===== src/rtl/uartrf_pkg.sv =====
package uartrf_pkg;

  // divider width: holds CLOCK_OVER_16 values up to 2**24 - 1, even for the radix-4 steps
  localparam int NUM_W = 24;
  localparam int CLOCK_OVER_16_DEF = 230400;
  localparam int DIVISOR_BITS_DEF = 11;

  localparam logic OP_READ  = 1'b0;
  localparam logic OP_WRITE = 1'b1;

  localparam logic [7:0] OFF_CTRL   = 8'd0;
  localparam logic [7:0] OFF_BAUD   = 8'd4;
  localparam logic [7:0] OFF_DMABUF = 8'd8;
  localparam logic [7:0] OFF_DMALEN = 8'd12;
  localparam logic [7:0] OFF_COUNT  = 8'd16;
  localparam logic [7:0] OFF_TXHOLD = 8'd20;

  localparam logic [2:0] ST_OK          = 3'd0;
  localparam logic [2:0] ST_RESERVED    = 3'd1;
  localparam logic [2:0] ST_UNMODELED   = 3'd2;
  localparam logic [2:0] ST_NO_LOOP     = 3'd3;
  localparam logic [2:0] ST_BREAK       = 3'd4;
  localparam logic [2:0] ST_UNSUPPORTED = 3'd5;

  localparam logic [1:0] DK_NONE = 2'd0;
  localparam logic [1:0] DK_BUF  = 2'd1;
  localparam logic [1:0] DK_LEN  = 2'd2;

  localparam logic [1:0] PAR_NONE = 2'd0;
  localparam logic [1:0] PAR_ODD  = 2'd1;
  localparam logic [1:0] PAR_EVEN = 2'd2;

  localparam logic [31:0] CW_RESERVED  = 32'h0FFF_0000;
  localparam logic [31:0] CW_UNMODELED = 32'h0000_7810;
  localparam logic [15:0] CW_WRITABLE  = 16'h87EF;
  localparam logic [15:0] CW_RESET     = 16'h0040;
  localparam logic [31:0] BUF_ALIGN    = 32'h0000_0003;
  localparam logic [31:0] LEN_HIGH     = 32'hFFFF_0000;
  localparam logic [31:0] TX_HIGH      = 32'hFFFF_FE00;

  // control word bit positions
  localparam int CB_ENABLE   = 0;
  localparam int CB_PAR_EN   = 1;
  localparam int CB_EVEN     = 2;
  localparam int CB_SEVEN    = 3;
  localparam int CB_TWO_STOP = 5;
  localparam int CB_NO_TXD   = 6;
  localparam int CB_DMA_LOOP = 10;
  localparam int CB_DMA_RX   = 15;

  // per-access result, held while the baud division runs
  typedef struct packed {
    logic [31:0] read_data;
    logic [2:0]  status;
    logic        tx_valid;
    logic [7:0]  tx_byte;
    logic [1:0]  dma_write_kind;
    logic [31:0] dma_write_value;
  } res_t;

endpackage


===== src/rtl/uartrf_div.sv =====
module uartrf_div import uartrf_pkg::*; #(
  parameter int DEN_W = DIVISOR_BITS_DEF + 1
) (
  input  logic             clk,
  input  logic             rst_n,
  input  logic             start,
  input  logic [NUM_W-1:0] numer,
  input  logic [DEN_W-1:0] denom,
  output logic             done,
  output logic [NUM_W-1:0] quot
);

  // restoring division, two quotient bits per cycle
  localparam int STEPS = NUM_W / 2;
  localparam int CNT_W = $clog2(STEPS + 1);

  logic             run_r;
  logic             done_r;
  logic [CNT_W-1:0] cnt_r;
  logic [DEN_W-1:0] den_r;
  logic [DEN_W-1:0] rem_r, rem_nxt;
  logic [NUM_W-1:0] q_r, q_nxt;

  logic [DEN_W:0]   ra, rb, ra_sub, rb_sub;
  logic             ge_a, ge_b;
  logic [DEN_W-1:0] rem_a;

  always_comb begin
    ra     = {rem_r, q_r[NUM_W-1]};
    ra_sub = ra - {1'b0, den_r};
    ge_a   = ra >= {1'b0, den_r};
    rem_a  = ge_a ? ra_sub[DEN_W-1:0] : ra[DEN_W-1:0];
    rb     = {rem_a, q_r[NUM_W-2]};
    rb_sub = rb - {1'b0, den_r};
    ge_b   = rb >= {1'b0, den_r};
    rem_nxt = ge_b ? rb_sub[DEN_W-1:0] : rb[DEN_W-1:0];
    q_nxt   = {q_r[NUM_W-3:0], ge_a, ge_b};
  end

  always_ff @(posedge clk) begin
    if (!rst_n) begin
      run_r  <= 1'b0;
      done_r <= 1'b0;
      cnt_r  <= '0;
    end else begin
      done_r <= 1'b0;
      if (start) begin
        run_r <= 1'b1;
        cnt_r <= CNT_W'(STEPS);
      end else if (run_r) begin
        cnt_r <= cnt_r - CNT_W'(1);
        if (cnt_r == CNT_W'(1)) begin
          run_r  <= 1'b0;
          done_r <= 1'b1;
        end
      end
    end
  end

  always_ff @(posedge clk) begin
    if (start) begin
      den_r <= denom;
      rem_r <= '0;
      q_r   <= numer;
    end else if (run_r) begin
      rem_r <= rem_nxt;
      q_r   <= q_nxt;
    end
  end

  assign done = done_r;
  assign quot = q_r;

endmodule


===== src/rtl/uart_register_file_with_line_config.sv =====
// channel | direction | handshake              | payload
// in_     | input     | in_valid / in_stall    | operation, offset, write_data, rx_addr
// out_    | output    | out_valid / out_stall  | read_data, status, tx_*, line setup, dma_*
//
// out_valid rises after acceptance once the 12 radix-4 steps of the shared baud
// divider (CLOCK_OVER_16 / (divisor + 1)) are done and the output register is loaded.
// in_stall stays high from acceptance until that load, so the block takes no new item before it.
// A result held under out_stall does not block the next item; that item waits in its
// own result register once its division is done.
// Reset (rst_n, synchronous) sets the control word to 0x0040 (TXD off), divisor 0.
module uart_register_file_with_line_config import uartrf_pkg::*; #(
  parameter int CLOCK_OVER_16 = CLOCK_OVER_16_DEF,
  parameter int DIVISOR_BITS  = DIVISOR_BITS_DEF
) (
  input  logic        clk,
  input  logic        rst_n,
  input  logic        in_valid,
  output logic        in_stall,
  input  logic        in_operation,
  input  logic [7:0]  in_offset,
  input  logic [31:0] in_write_data,
  input  logic [16:0] in_rx_addr,
  output logic        out_valid,
  input  logic        out_stall,
  output logic [31:0] out_read_data,
  output logic [2:0]  out_status,
  output logic        out_tx_valid,
  output logic [7:0]  out_tx_byte,
  output logic [17:0] out_line_baud,
  output logic [3:0]  out_char_len,
  output logic [1:0]  out_parity_mode,
  output logic        out_two_stop,
  output logic        out_dma_armed,
  output logic [1:0]  out_dma_write_kind,
  output logic [31:0] out_dma_write_value
);

  localparam int DEN_W = DIVISOR_BITS + 1;
  localparam logic [NUM_W-1:0] NUMER = NUM_W'(CLOCK_OVER_16);

  // sequencer states
  localparam logic [1:0] S_IDLE = 2'd0;  // ready for an item
  localparam logic [1:0] S_RUN  = 2'd1;  // divider busy
  localparam logic [1:0] S_HOLD = 2'd2;  // result done, output register still full

  logic [1:0]              state_r, state_nxt;
  logic [15:0]             ctl_r, ctl_nxt;
  logic [DIVISOR_BITS-1:0] div_r, div_nxt;
  res_t                    res_r, res_nxt;

  logic in_acc;
  logic slot_free;
  logic load_out;
  logic div_done;
  logic [NUM_W-1:0] quot;

  // output register
  logic        out_valid_r;
  res_t        out_res_r;
  logic [17:0] out_baud_r;
  logic [15:0] out_ctl_r;

  assign in_acc    = in_valid && !in_stall;
  assign in_stall  = state_r != S_IDLE;
  assign slot_free = !out_valid_r || !out_stall;

  // access decode: result fields and next register values
  always_comb begin
    res_nxt = '0;
    res_nxt.status = ST_OK;
    res_nxt.dma_write_kind = DK_NONE;
    ctl_nxt = ctl_r;
    div_nxt = div_r;
    if (in_operation == OP_READ) begin
      unique case (in_offset)
        OFF_CTRL: begin
          res_nxt.read_data = {ctl_r[CB_ENABLE], 1'b1, 14'd0, ctl_r & CW_WRITABLE};
        end
        OFF_COUNT: begin
          res_nxt.read_data = {15'd0, in_rx_addr};
        end
        default: res_nxt.status = ST_UNSUPPORTED;
      endcase
    end else begin
      unique case (in_offset)
        OFF_CTRL: begin
          if (|(in_write_data & CW_RESERVED))
            res_nxt.status = ST_RESERVED;
          else if (|(in_write_data & CW_UNMODELED))
            res_nxt.status = ST_UNMODELED;
          else if (in_write_data[CB_DMA_RX] && !in_write_data[CB_DMA_LOOP])
            res_nxt.status = ST_NO_LOOP;
          else
            ctl_nxt = in_write_data[15:0] & CW_WRITABLE;
        end
        OFF_BAUD: begin
          if (|(in_write_data >> DIVISOR_BITS))
            res_nxt.status = ST_RESERVED;
          else
            div_nxt = in_write_data[DIVISOR_BITS-1:0];
        end
        OFF_DMABUF: begin
          if (|(in_write_data & BUF_ALIGN)) begin
            res_nxt.status = ST_RESERVED;
          end else begin
            res_nxt.dma_write_kind  = DK_BUF;
            res_nxt.dma_write_value = in_write_data;
          end
        end
        OFF_DMALEN: begin
          if (|(in_write_data & LEN_HIGH)) begin
            res_nxt.status = ST_RESERVED;
          end else begin
            res_nxt.dma_write_kind  = DK_LEN;
            res_nxt.dma_write_value = {16'd0, in_write_data[15:0]} + 32'd1;
          end
        end
        OFF_TXHOLD: begin
          if (|(in_write_data & TX_HIGH)) begin
            res_nxt.status = ST_RESERVED;
          end else if (in_write_data[8]) begin
            res_nxt.status = ST_BREAK;
          end else if (ctl_r[CB_ENABLE] && !ctl_r[CB_NO_TXD]) begin
            res_nxt.tx_valid = 1'b1;
            res_nxt.tx_byte  = in_write_data[7:0];
          end
        end
        default: res_nxt.status = ST_UNSUPPORTED;
      endcase
    end
  end

  // sequencer
  always_comb begin
    state_nxt = state_r;
    load_out  = 1'b0;
    unique case (state_r)
      S_IDLE: if (in_acc) state_nxt = S_RUN;
      S_RUN: begin
        if (div_done) begin
          if (slot_free) begin
            load_out  = 1'b1;
            state_nxt = S_IDLE;
          end else begin
            state_nxt = S_HOLD;
          end
        end
      end
      S_HOLD: begin
        if (slot_free) begin
          load_out  = 1'b1;
          state_nxt = S_IDLE;
        end
      end
      default: state_nxt = S_IDLE;
    endcase
  end

  uartrf_div #(
    .DEN_W(DEN_W)
  ) u_div (
    .clk  (clk),
    .rst_n(rst_n),
    .start(in_acc),
    .numer(NUMER),
    .denom({1'b0, div_nxt} + DEN_W'(1)),
    .done (div_done),
    .quot (quot)
  );

  always_ff @(posedge clk) begin
    if (!rst_n) begin
      state_r     <= S_IDLE;
      ctl_r       <= CW_RESET;
      div_r       <= '0;
      out_valid_r <= 1'b0;
    end else begin
      state_r <= state_nxt;
      if (in_acc) begin
        ctl_r <= ctl_nxt;
        div_r <= div_nxt;
      end
      if (load_out)
        out_valid_r <= 1'b1;
      else if (!out_stall)
        out_valid_r <= 1'b0;
    end
  end

  always_ff @(posedge clk) begin
    if (in_acc)
      res_r <= res_nxt;
    if (load_out) begin
      out_res_r  <= res_r;
      out_baud_r <= quot[17:0];
      out_ctl_r  <= ctl_r;
    end
  end

  assign out_valid           = out_valid_r;
  assign out_read_data       = out_res_r.read_data;
  assign out_status          = out_res_r.status;
  assign out_tx_valid        = out_res_r.tx_valid;
  assign out_tx_byte         = out_res_r.tx_byte;
  assign out_dma_write_kind  = out_res_r.dma_write_kind;
  assign out_dma_write_value = out_res_r.dma_write_value;
  assign out_line_baud       = out_baud_r;
  assign out_char_len        = out_ctl_r[CB_SEVEN] ? 4'd7 : 4'd8;
  assign out_parity_mode     = !out_ctl_r[CB_PAR_EN] ? PAR_NONE :
                               (out_ctl_r[CB_EVEN] ? PAR_EVEN : PAR_ODD);
  assign out_two_stop        = out_ctl_r[CB_TWO_STOP];
  assign out_dma_armed       = out_ctl_r[CB_DMA_RX];

endmodule


===== config.mk =====
export PLATFORM = sky130hd
export DESIGN_NAME = uart_register_file_with_line_config
export DESIGN_NICKNAME = d
export VERILOG_FILES = /design/src/rtl/uartrf_pkg.sv /design/src/rtl/uartrf_div.sv /design/src/rtl/uart_register_file_with_line_config.sv
export SDC_FILE = /design/constraint.sdc
export NUM_CORES = 1
export LEC_CHECK = 0
export BUFFER_PORTS_ARGS = -buffer_cell sky130_fd_sc_hd__buf_2
export CORE_UTILIZATION = 51
export DETAILED_ROUTE_END_ITERATION = 8
export GPL_TIMING_DRIVEN = 1
export PLACE_DENSITY = 0.74
export SYNTH_ARGS = -nofsm -noshare
export SYNTH_HDL_FRONTEND = slang
export SYNTH_SLANG_ARGS = --single-unit

===== constraint.sdc =====
create_clock -name clk -period 6.4 [get_ports clk]
set_clock_uncertainty 0.15 [all_clocks]
set_input_delay 1.28 -clock clk [delete_from_list [all_inputs] [get_ports clk]]
set_output_delay 1.28 -clock clk [all_outputs]
set_load 0.005 [all_outputs]

==> results.txt, run 1 <==
VDD sags by at most 0.000247 V. The cell count after synthesis came out at 883. The row count came out at 52. The timing endpoint of the critical path is u_div.rem_r[0]. In this run the standard cell core region covers 20200 sq um. The number of DRC markers after the initial detailed-route iteration is 458. Setup violations remaining at the end of the flow were counted as 0. Dividing the synthesized area by the synthesized cell count gives 11.9 sq um.

The fraction of synthesis flops using an asynchronous set or reset pin came out at 0. STA puts the critical path data required time at 6640 ps. The first global-routing pass estimated 35.6 mm of wire. At the later pin of the worst-skew pair, clock insertion delay measures 510 ps. The run finished with clean final reports.

In this run, synthesis inferred 165 flip-flops with an integrated enable. The number of global-route vias before repair came to 6729. The share of the synthesized area in the top cell type is 0.473.

The clock-pin slew on the worst setup and hold paths is 60 ps. The actual slew at the worst max-slew pin is 1060 ps. The post-CTS resize count is 0.

The TritonCTS buffer count came out at 24. Including well taps, the total number of placed cells is 1268. Detailed placement finished with a half-perimeter wire length of 15.3 mm. The type of the worst setup path is flip-flop to flip-flop. The synthesized design spends more area on one cell type than any other, namely sky130_fd_sc_hd__edfxtp_1.

The number of H-tree levels is 1. The first detailed-routing pass took 9 iterations. The number of warnings printed during yosys synthesis is 0. The tightest min-delay check is of the flip-flop to flip-flop type. Counting buffers and inverters, the worst setup path is 18 cells deep. The arrival time at the worst endpoint came out at 5420 ps. The final hold violation count is 0.

The total number of clock tree sinks came out at 232. The sequential fraction of the synthesis area is 0.601. The startpoint identified for the worst register-to-register timing path is u_div.den_r[4].

The commonest register cell after synthesis is sky130_fd_sc_hd__edfxtp_1. Yosys attributes the largest share of cell area to sky130_fd_sc_hd__edfxtp_1 (47%), sky130_fd_sc_hd__dfxtp_1 (13%), sky130_fd_sc_hd__mux2i_1 (4.9%). The buffers inserted during post-CTS setup optimization came out at 0. The global-route congestion overflow total came out at 0. The leakage power figure came out at 4.89 nW. The number of antenna violations at the first check in global routing is 1.

From synthesis to final layout, the design area changed by 16.9%. The count of distinct cell types in the synthesized netlist is 70. Wires add up to 22.3 mm.

The number of buffers and inverters on the critical path came out at 3. The number of pins exceeding their max-slew limit in the final report is 0. The final net count came out at 1120. CTS placed an instance of sky130_fd_sc_hd__clkbuf_16 at the clock tree root. The detail route stage leaves a number of antenna-violating nets equal to 0. The clock passes through at most 3 buffers.

Power spread over the standard cell area amounts to 390 nW/um^2. Counting the fill cells in the layout gives 1616. After detailed routing, the average wire length per cell comes to 17.0 um. The number of DRC violations after detailed routing is 0.

After synthesis the netlist holds a flip-flop and latch count of 232. The reg2reg setup slack came out at 1220 ps. In this run the horizontal extent of the chip is 145 um. The worst path in the final design needs a cycle of 5180 ps, including I/O delays and setup. The global placer's final weighted congestion is 0.894.

STA classifies the critical path startpoint as a flip-flop. The top-level port count came out at 168. The area of the mapped netlist is 10500 sq um. The largest individual stage delay along the critical path comes from the cell sky130_fd_sc_hd__or3_1. The post-route setup TNS is 0 ps.

STA classifies the critical path endpoint as a flip-flop. The layout cell share with drive strength beyond 1 came out at 0.223. The initial utilization of the core area, before any placement, comes to 0.519. The max capacitance violation total is 0. The number of cell instances on the worst register-to-register path is 18.

The sequential cells in the finished layout cover a total of 6300 sq um. On the worst path, the slowest cell contributes a delay of 430 ps. The number of buffers added to fix hold violations after cts is 0. Setup repair after global routing left no endpoint under its margin. The area enclosed by the die boundary is 21100 sq um. The highest achievable clock rate is 193 MHz. The maximum number of pins on one net before global-route repair came out at 52.

TritonCTS built the clock tree. The area of the multi-input gates is 3780 sq um. The capture point of the worst reg-to-reg path is u_div.rem_r[0].

By instance count, the leading cell after synthesis is sky130_fd_sc_hd__edfxtp_1. In this design, the largest share of critical-path delay is due to compound AO/OA/AOI/OAI gates. In this run the worst setup path begins at u_div.den_r[4]. The final hold slack came out at 268 ps. In the finished design, the share of the clock period the worst path needs comes to 0.810.

Counting instances in the post-synthesis netlist gives the leading cell types as sky130_fd_sc_hd__edfxtp_1 (165), sky130_fd_sc_hd__nor2_1 (82), sky130_fd_sc_hd__dfxtp_1 (67). The final standard cell count with taps included and fillers excluded came out at 1313. The count of vias placed by the detailed router came out at 7163.

Walking the worst path, the cells encountered are inv_1, ha_1, a21o_1, a31oi_1, a21oi_1, or3_1, a21oi_2, buf_4, mux2_2, ha_1, a21oi_1, o21ai_0, a2111o_1, o22ai_1, o211ai_2, buf_4, nor4b_1, a311o_1. The number of buffers added on ports is 154. The maximum net fanout on the critical path came out at 11. The normalized max-slew margin came out at 0.296. The die outline height is 145 um.

The via count normalized by instance count came out at 5.46. The total track usage came out at 0.210.
==> worst reg2reg max path: cells and delay by family, from the launching register on <==
kind                     cells  cell delay, ps
AO/OA/AOI/OAI               10            2370
adder cells (fa/ha/maj)      2             620
buffers and inverters        3             610
flip-flops                   1             370
multiplexers                 1             360
AND/OR/NAND/NOR              2             590
==> layer usage <==
metal,track usage,vias up,part of all wire
li1,-,3476,-
met1,0.294,3414,0.45
met2,0.342,235,0.48
met3,0.0302,38,0.059
met4,0.0605,0,0.017
met5,0,-,0
==> worst min path at each step <==
stage                     startpoint                      end  slack, ps  depth (start not counted)
after global placement     res_r[27]  out_dma_write_value[27]        250                          0
after CTS                  res_r[18]  out_dma_write_value[18]        270                          0
after floorplan            res_r[32]    out_dma_write_kind[0]        250                          0
final                      res_r[77]        out_read_data[31]        270                          0
after detailed placement   res_r[12]  out_dma_write_value[12]        250                          0
after global routing       res_r[77]        out_read_data[31]        280                          0
==> logic make-up after synthesis <==
kind of cell,Yosys count,share of synthesized area
AO/OA/AOI/OAI,154,0.0919
XOR/XNOR,32,0.0268
adder cells (fa/ha/maj),34,0.0421
buffers and inverters,96,0.0434
flip-flops,232,0.601
multiplexers,62,0.0606
other,1,0.000358
AND/OR/NAND/NOR,272,0.134
==> power by group <==
group | total, mW | internal, mW | switching [mW]
logic | 1.58 | 0.703 | 0.875
registers | 1.75 | 1.70 | 0.0548
clock network | 1.45 | 0.880 | 0.569
total | 4.78 | 3.28 | 1.50
==> state kept, by name, indices dropped and copies added, names as in the netlist, 8 cells and up <==
signal	count
out_read_data	19
out_dma_write_value	32
ctl_r	11
u_div.quot	24
out_line_baud	18
u_div.den_r	12
res_r	65
out_tx_byte	8
div_r	11
u_div.rem_r	12
==> through the flow <==
stage | setup slack (ps) | utilization | power [mW] | area [sq um]
finish | 1220 | 0.607 | 4.78 | 12200
global route | 884 | 0.607 | 5.03 | 12200
CTS | 1220 | 0.607 | 4.78 | 12200
detailed placement | 1250 | 0.565 | 3.32 | 11400
global placement | 1380 | 0.565 | 3.31 | 11400
floorplan | 131 | - | 3.00 | 10500
==> cell type report <==
class | instances | share of cell area
Antenna cell | 1 | 0.000204
Clock buffer | 30 | 0.0559
Timing Repair Buffer | 163 | 0.0685
Multi-Input combinational cell | 567 | 0.309
Tap cell | 270 | 0.0276
Clock inverter | 14 | 0.0128
Inverter | 36 | 0.0112
Sequential cell | 232 | 0.515
==> layout by cell type, fill, tap and decap left out, types with 31 or more instances in the layout <==
cell type / count
sky130_fd_sc_hd__a21oi_1: 58
sky130_fd_sc_hd__buf_2: 154
sky130_fd_sc_hd__dfxtp_1: 66
sky130_fd_sc_hd__edfxtp_1: 165
sky130_fd_sc_hd__ha_1: 32
sky130_fd_sc_hd__inv_1: 33
sky130_fd_sc_hd__mux2i_1: 51
sky130_fd_sc_hd__nand2_1: 49
sky130_fd_sc_hd__nor2_1: 82
sky130_fd_sc_hd__o21ai_0: 31
Power figures use the tool's default switching activity.
==> run 2, diff against run 1 <==
--- a/config.mk
+++ b/config.mk
@@ -6,10 +6,10 @@
 export NUM_CORES = 1
 export LEC_CHECK = 0
 export BUFFER_PORTS_ARGS = -buffer_cell sky130_fd_sc_hd__buf_2
-export CORE_UTILIZATION = 51
+export CORE_UTILIZATION = 57
 export DETAILED_ROUTE_END_ITERATION = 8
 export GPL_TIMING_DRIVEN = 1
-export PLACE_DENSITY = 0.74
+export PLACE_DENSITY = 0.78
 export SYNTH_ARGS = -nofsm -noshare
 export SYNTH_HDL_FRONTEND = slang
 export SYNTH_SLANG_ARGS = --single-unit
==> constraint.sdc (replaced) <==
create_clock -name clk -period 4.9 [get_ports clk]
set_clock_uncertainty 0.15 [all_clocks]
set_input_delay 0.98 -clock clk [delete_from_list [all_inputs] [get_ports clk]]
set_output_delay 0.98 -clock clk [all_outputs]
set_load 0.005 [all_outputs]
==> run 2 against run 1 <==
Global-route usage is 2.0 points higher. Hold slack lost 4.2 ps. Largest cell class unchanged. Register-to-register slack got worse by 1100 ps.
==> results.txt, run 2 (synthesis gave the netlist of run 1 again) <==
The global placer's final weighted congestion is 0.869. For this run, global-route usage on met3 was measured as 0.0283. In the routed design, unresolved DRC markers number 0. The slack of the critical path came out at 110 ps. On the worst path, the slowest cell contributes a delay of 440 ps. The final route contains 7313 vias.

Traced cell by cell, the critical path runs through inv_1, ha_1, a21o_1, a31oi_1, a21oi_1, or3_4, a21oi_4, buf_4, mux2_2, ha_1, a21oi_1, o21ai_0, a2111o_1, o22ai_1, o211ai_2, buf_4, nor4bb_1, a2111oi_0. The cell count of the worst hold path came out at 0. The number of buffers between clock root and the deepest sink came out at 3. The path type of the worst min-delay path is flip-flop to flip-flop.

The tree is rooted in a sky130_fd_sc_hd__clkbuf_16. Setup violations remaining at the end of the flow were counted as 0. The global-route congestion overflow total is 0. The total track usage is 0.230. The final standard cell count with taps included and fillers excluded came out at 1276. For the worst-skew pair, the clock arrives at the later sink with an insertion delay of 520 ps.

The post-route cell area came out at 12200 sq um. After floorplanning, the core was divided into 49 placement rows. The maximum net fanout on the critical path is 7. The global-route met1 utilization is 0.328. The analysis attributes to cell leakage a power of 4.88 nW. At the end of the flow the core is filled with cells to 0.678. The top register by number of flip-flops is res_r.

The number of antenna violations at the first check in global routing is 1. Before CTS, the worst setup slack after placement is 143 ps. Buffers placed on the I/O ports in this run total 154. The slowest stage of the critical path belongs to the cell sky130_fd_sc_hd__or3_4. Counting tap cells, the placed design contains a total of 1229 instances. STA classifies the critical path endpoint as a flip-flop.

The clock-pin slew on the worst setup and hold paths is 70 ps. Summed over all failing endpoints, the final setup total negative slack is 0 ps. The normalized max-slew margin came out at 0.266.

The total number of clock tree sinks came out at 232. The area growth from synthesis to layout came out at 16.3%. For this run, the top clock speed supported by timing is 209 MHz. The die outline height came out at 138 um.

The final net count came out at 1124. Counting I/O delays and the setup requirement, the final critical path takes 4790 ps. Dividing total power by cell area gives a power density of 512 nW/um^2. In this run the most used layer during global routing was met2. The number of DRC markers after the initial detailed-route iteration is 688. TritonCTS built the clock tree. The final hold violation count is 0.

The die covers 18900 sq um. Measured along the x axis, the die boundary spans 138 um. The startpoint identified for the worst hold timing path is res_r[38].

The post-detailed-route wirelength per cell came out at 17.4 um. The max capacitance violation total came out at 0. The first global-routing pass estimated 34.0 mm of wire. For hold timing, the worst endpoint is out_tx_byte[4]. The number of pins exceeding their max-slew limit in the final report is 0. The flip-flop count of the largest register, all copies and words added is 65. For this run, global-route usage on met2 was measured as 0.363. STA classifies the critical path startpoint as a flip-flop. STA puts the critical path data required time at 5130 ps.

The number of cell instances on the worst register-to-register path came out at 18. The total iterations of the first detailed-routing run came out at 6. The startpoint identified for the worst register-to-register timing path is u_div.den_r[4]. The initial core utilization is 0.583. Leaving out fill and tap cells, the most frequent cell in the layout is sky130_fd_sc_hd__edfxtp_1. The actual slew at the worst max-slew pin came out at 1100 ps. Counting the buffers created by CTS gives 23. The maximum VDD drop came out at 0.000373 V. The layout cell share with drive strength beyond 1 is 0.223. The library cells used most frequently in the layout, excluding fill and tap cells, are sky130_fd_sc_hd__edfxtp_1 (165), sky130_fd_sc_hd__buf_2 (154), sky130_fd_sc_hd__nor2_1 (82). The flow ran to the end, and the final reports show no timing, DRC or antenna violations. The period utilization came out at 0.977. The arrival time at the worst endpoint came out at 5020 ps. The number of nets with antenna violations after routing is 0. The reg2reg setup slack is 110 ps.

The top-level port count is 168. The number of global-route vias before repair is 6566. The final hold slack came out at 263 ps. Once detailed placement completed, the half-perimeter wirelength came to 15.1 mm. The capture point of the worst reg-to-reg path is u_div.rem_r[10]. The worst setup path is of the flip-flop to flip-flop kind. The area of the core came out at 18000 sq um. In the routed layout, each cell is associated on average with a via count of 5.73. The total design power came out at 6.23 mW. The overall routed net length came out at 22.2 mm.

The maximum number of pins on one net before global-route repair is 89. Summing all placed instances gives a cell area of 11400 sq um. In this run the number of H-tree levels came out at 1.
[run 2: final cells by class]
cell class	instances	area (sq um)
multi-input combinational	567	3800
timing repair buffer	168	892
antenna	2	5.00
fill	1318	5780
sequential	232	6300
tap	229	287
inverter	36	138
clock inverter	17	184
clock buffer	25	583
[run 2: worst max path at each step]
stage                                  to  cells after the start           start  slack [ps]
after floorplan            u_div.rem_r[0]                     17  u_div.den_r[1]         460
after global placement     u_div.rem_r[0]                     17  u_div.den_r[1]         250
after detailed placement   u_div.rem_r[5]                     18  u_div.den_r[1]         140
after CTS                  u_div.rem_r[5]                     18  u_div.den_r[1]         100
after global routing       u_div.rem_r[7]                     18  u_div.den_r[4]          -5
final                     u_div.rem_r[10]                     18  u_div.den_r[4]         110
[run 2: worst max-delay path, delay by kind of cell, from the launching register on]
kind | cells | cell delay [ps]
adders and majority gates | 2 | 640
buffers and inverters | 3 | 450
and+or+nand+nor | 2 | 550
muxes | 1 | 350
AOI/OAI and AO/OA | 10 | 2140
DFF | 1 | 360
[run 2: timing repair]
| action | in CTS | in global routing |
|---|---|---|
| hold buffers | 0 | 0 |
| hold endpoints to repair | 0 | 0 |
| setup endpoints to repair | 0 | 11 |
| setup buffers | 0 | 3 |
| gates resized for setup | 0 | 4 |
[run 2: where the power goes]
group          switching (mW)  internal, mW  total [mW]
combinational            1.16          1.00        2.16
clock                   0.744          1.03        1.78
sequential             0.0762          2.22        2.29
[run 2: layer usage]
metal,vias to the layer above,share of wire
met5,-,0
met4,0,0.027
met3,41,0.075
met2,269,0.47
met1,3518,0.43
li1,3485,-
==> run 3, diff against run 2 <==
--- a/config.mk
+++ b/config.mk
@@ -6,6 +6,7 @@
 export NUM_CORES = 1
 export LEC_CHECK = 0
 export BUFFER_PORTS_ARGS = -buffer_cell sky130_fd_sc_hd__buf_2
+export CORE_MARGIN = 2
 export CORE_UTILIZATION = 57
 export DETAILED_ROUTE_END_ITERATION = 8
 export GPL_TIMING_DRIVEN = 1
==> run 3 against run 2 <==
Global-route usage is 0.23 points higher. Count of clock-buffer cells in the layout grew 9. Non-clock buffer count increased by 2. Fmax increased by 4.3%. First-iteration DRC count decreased by 23%. Routed wire length grew 5.7%. Via count up 0.79%. Utilization down 0.14 points. Sequential power hardly changed. Clock power about the same. Final area grew 0.13%.
==> results.txt, run 3 (synthesis gave the netlist of run 1 again) <==
The horizontal die dimension is 140 um. Buffers inserted to repair hold after CTS numbered 0. The area growth from synthesis to layout is 16.5%. Of the total power, the share spent switching nets is 0.316.

The post-route setup TNS is 0 ps. Before antenna repair, the detailed router went through 5 iterations. The number of global-route vias before repair is 7042. The clock passes through at most 3 buffers.

For this design the ratio of total power to cell area is 508 nW/um^2. The tightest min-delay check is of the flip-flop to flip-flop type. The met2 wirelength from detailed routing is 11.5 mm. Across the run, the number of max-cap violations was 0. The net switching power of the design came out at 1.96 mW. After detailed routing, the met3 layer carries 1.76 mm of wire. The routed design has 23.5 mm of wire. The count of nets left with antenna violations once routing finished came out at 0. The maximum net fanout on the critical path came out at 7. The total track usage is 0.233. Fill cells in the final layout number 1283. The die outline height is 140 um. The final hold violation count came out at 0. The number of buffers and inverters on the critical path is 2. The clock-pin slew on the worst setup and hold paths is 60 ps. The net count of the finished layout is 1127.

For this run, design rule violations remaining after detail routing come to 0. Setup repair after global routing left no endpoint under its margin. The layout cell share with drive strength beyond 1 is 0.228. The number of antenna violations at the first check in global routing is 4. The delay of the slowest cell on the worst path came out at 440 ps. The final standard cell count with taps included and fillers excluded is 1281.

Entering global routing, the biggest net connects 52 pins. The period utilization came out at 0.937. The internal power component is 4.24 mW. Setup violations remaining at the end of the flow were counted as 0.

The time the final worst path needs with I/O delays and setup is 4590 ps. The wire length of the first global-routing pass is 36.5 mm. The critical path goes through inv_1, ha_1, a21o_1, a31oi_2, a21oi_1, or3_1, a21oi_2, buf_6, mux2_2, ha_1, a21oi_2, o21ai_0, a2111o_1, o22ai_1, o211ai_2, nor4b_1, a311o_1. For this design, the slowest cell found on the critical path is sky130_fd_sc_hd__or3_1. TritonCTS built the clock tree. The initial core utilization came out at 0.581.

STA classifies the critical path startpoint as a flip-flop. The arrival time at the worst endpoint came out at 4830 ps. The share of total power dissipated in combinational logic is 0.346. In the layout the commonest cells are sky130_fd_sc_hd__edfxtp_1 (165), sky130_fd_sc_hd__buf_2 (154), sky130_fd_sc_hd__nor2_1 (82). The area of the multi-input gates is 3800 sq um.

The number of buffers added on ports is 154. Summed over all cells, the static leakage comes to 4.89 nW. In this run, the number of DRC markers left after iteration 0 of detailed routing was 533. The detailed router put a total of 9.78 mm of wire on met1. Measured against its own limit, the worst slew margin works out to 0.288.

The sequential cells in the finished layout cover a total of 6300 sq um. Counting flops per register, the top entry is res_r. At the worst endpoint, the required time is 5140 ps.

The critical path is of the flip-flop to flip-flop type. The total number of clock tree sinks came out at 232. The via count normalized by instance count came out at 5.75. In this design, the largest share of critical-path delay is due to compound AO/OA/AOI/OAI gates. Across all layers, the routed design uses 7371 vias. The highest achievable clock rate is 218 MHz.

The maximum VDD drop is 0.000363 V. Clock tree synthesis selected as its root buffer the cell sky130_fd_sc_hd__clkbuf_16. The post-detailed-route wirelength per cell came out at 18.3 um.

STA classifies the critical path endpoint as a flip-flop. The floorplan has 49 rows. The share of total power dissipated in sequential elements is 0.370. The number of H-tree levels is 1. The register with the most flip-flops in the layout has 65 of them.

The number of pins exceeding their max-slew limit in the final report is 0. The global-route congestion overflow total is 0. The area enclosed by the die boundary came out at 19500 sq um.

The library cell used most frequently in the layout, excluding fill and tap cells, is sky130_fd_sc_hd__edfxtp_1. The actual slew at the worst max-slew pin is 1070 ps. 168 I/O pins were placed. Of the total power, the clock network draws 0.285. The total area inside the core boundary comes to 18000 sq um. Detailed placement finished with a half-perimeter wire length of 16.3 mm.

The number of clock buffers added by TritonCTS is 24. The flow ran to the end, and the final reports show no timing, DRC or antenna violations. The cell total after placement came out at 1233. The clock network latency to the later pin of the worst-skew pair is 510 ps. In this run the top signal layer used is met4. The global placer's final weighted congestion came out at 0.921.
==> run 3: cell types whose count changed in the layout (fill, tap and decap cells not counted), sizes merged, moves of 2 or more <==
cell	delta
clkbuf	+9
bufinv	-2
buf	+2
inv	-5
==> run 3: power by group through the flow <==
stage	clock, mW	combinational (mW)	sequential (mW)
6_report	1.76	2.14	2.29
3_5_place_dp	0	2.06	2.33
2_1_floorplan	0	1.61	2.31
3_3_place_gp	0	2.03	2.32
5_1_grt	1.86	2.36	2.30
4_1_cts	1.79	2.09	2.29
==> run 3: per-layer routing <==
metal  global-route usage  vias up
met5                    0        -
met4               0.0642        0
met3               0.0361       35
met2                0.390      310
met1                0.320     3537
li1                     -     3489
==> run 3: path summary, 6_finish.rpt <==
kind / from / to / slack [ps] / depth (start not counted)
worst max-delay path: u_div.den_r[4] / u_div.rem_r[0] / 310 / 17
worst min-delay path: res_r[41] / out_tx_byte[7] / 260 / 0
worst max register to register: u_div.den_r[4] / u_div.rem_r[0] / 310 / 17
worst min register to register: res_r[41] / out_tx_byte[7] / 260 / 0
==> run 3: repair_timing <==
action                                  4_1_cts  5_1_grt
endpoints found under the setup margin        0        7
hold endpoints to repair                      0        0
setup buffers                                 0        1
resized for setup                             0        6
==> run 3: final cells by class <==
class                      count  area share
clock buffer                  34      0.0556
tap                          229      0.0235
timing repair buffer         170      0.0733
inverter                      36      0.0112
clock inverter                10     0.00780
multi-input combinational    567       0.312
sequential                   232       0.516
antenna                        3    0.000615
==> run 3: stage by stage <==
| stage | utilization | worst slack [ps] | hold WS (ps) | area (sq um) | power (mW) |
|---|---|---|---|---|---|
| floorplan | - | 461 | 250 | 10500 | 3.92 |
| global placement | 0.632 | 365 | 250 | 11400 | 4.35 |
| detailed placement | 0.632 | 226 | 255 | 11400 | 4.39 |
| CTS | 0.675 | 203 | 265 | 12200 | 6.17 |
| global route | 0.677 | 29.8 | 272 | 12200 | 6.52 |
| finish | 0.677 | 307 | 263 | 12200 | 6.20 |
==> run 3: worst reg2reg max path, stage by stage (launching register included) <==
cell,delay (ps)
sky130_fd_sc_hd__edfxtp_1,360
sky130_fd_sc_hd__inv_1,90
sky130_fd_sc_hd__ha_1,300
sky130_fd_sc_hd__a21o_1,240
sky130_fd_sc_hd__a31oi_2,160
sky130_fd_sc_hd__a21oi_1,140
sky130_fd_sc_hd__or3_1,440
sky130_fd_sc_hd__a21oi_2,230
sky130_fd_sc_hd__buf_6,170
sky130_fd_sc_hd__mux2_2,350
sky130_fd_sc_hd__ha_1,340
sky130_fd_sc_hd__a21oi_2,160
sky130_fd_sc_hd__o21ai_0,130
sky130_fd_sc_hd__a2111o_1,420
sky130_fd_sc_hd__o22ai_1,140
sky130_fd_sc_hd__o211ai_2,140
sky130_fd_sc_hd__nor4b_1,160
sky130_fd_sc_hd__a311o_1,330
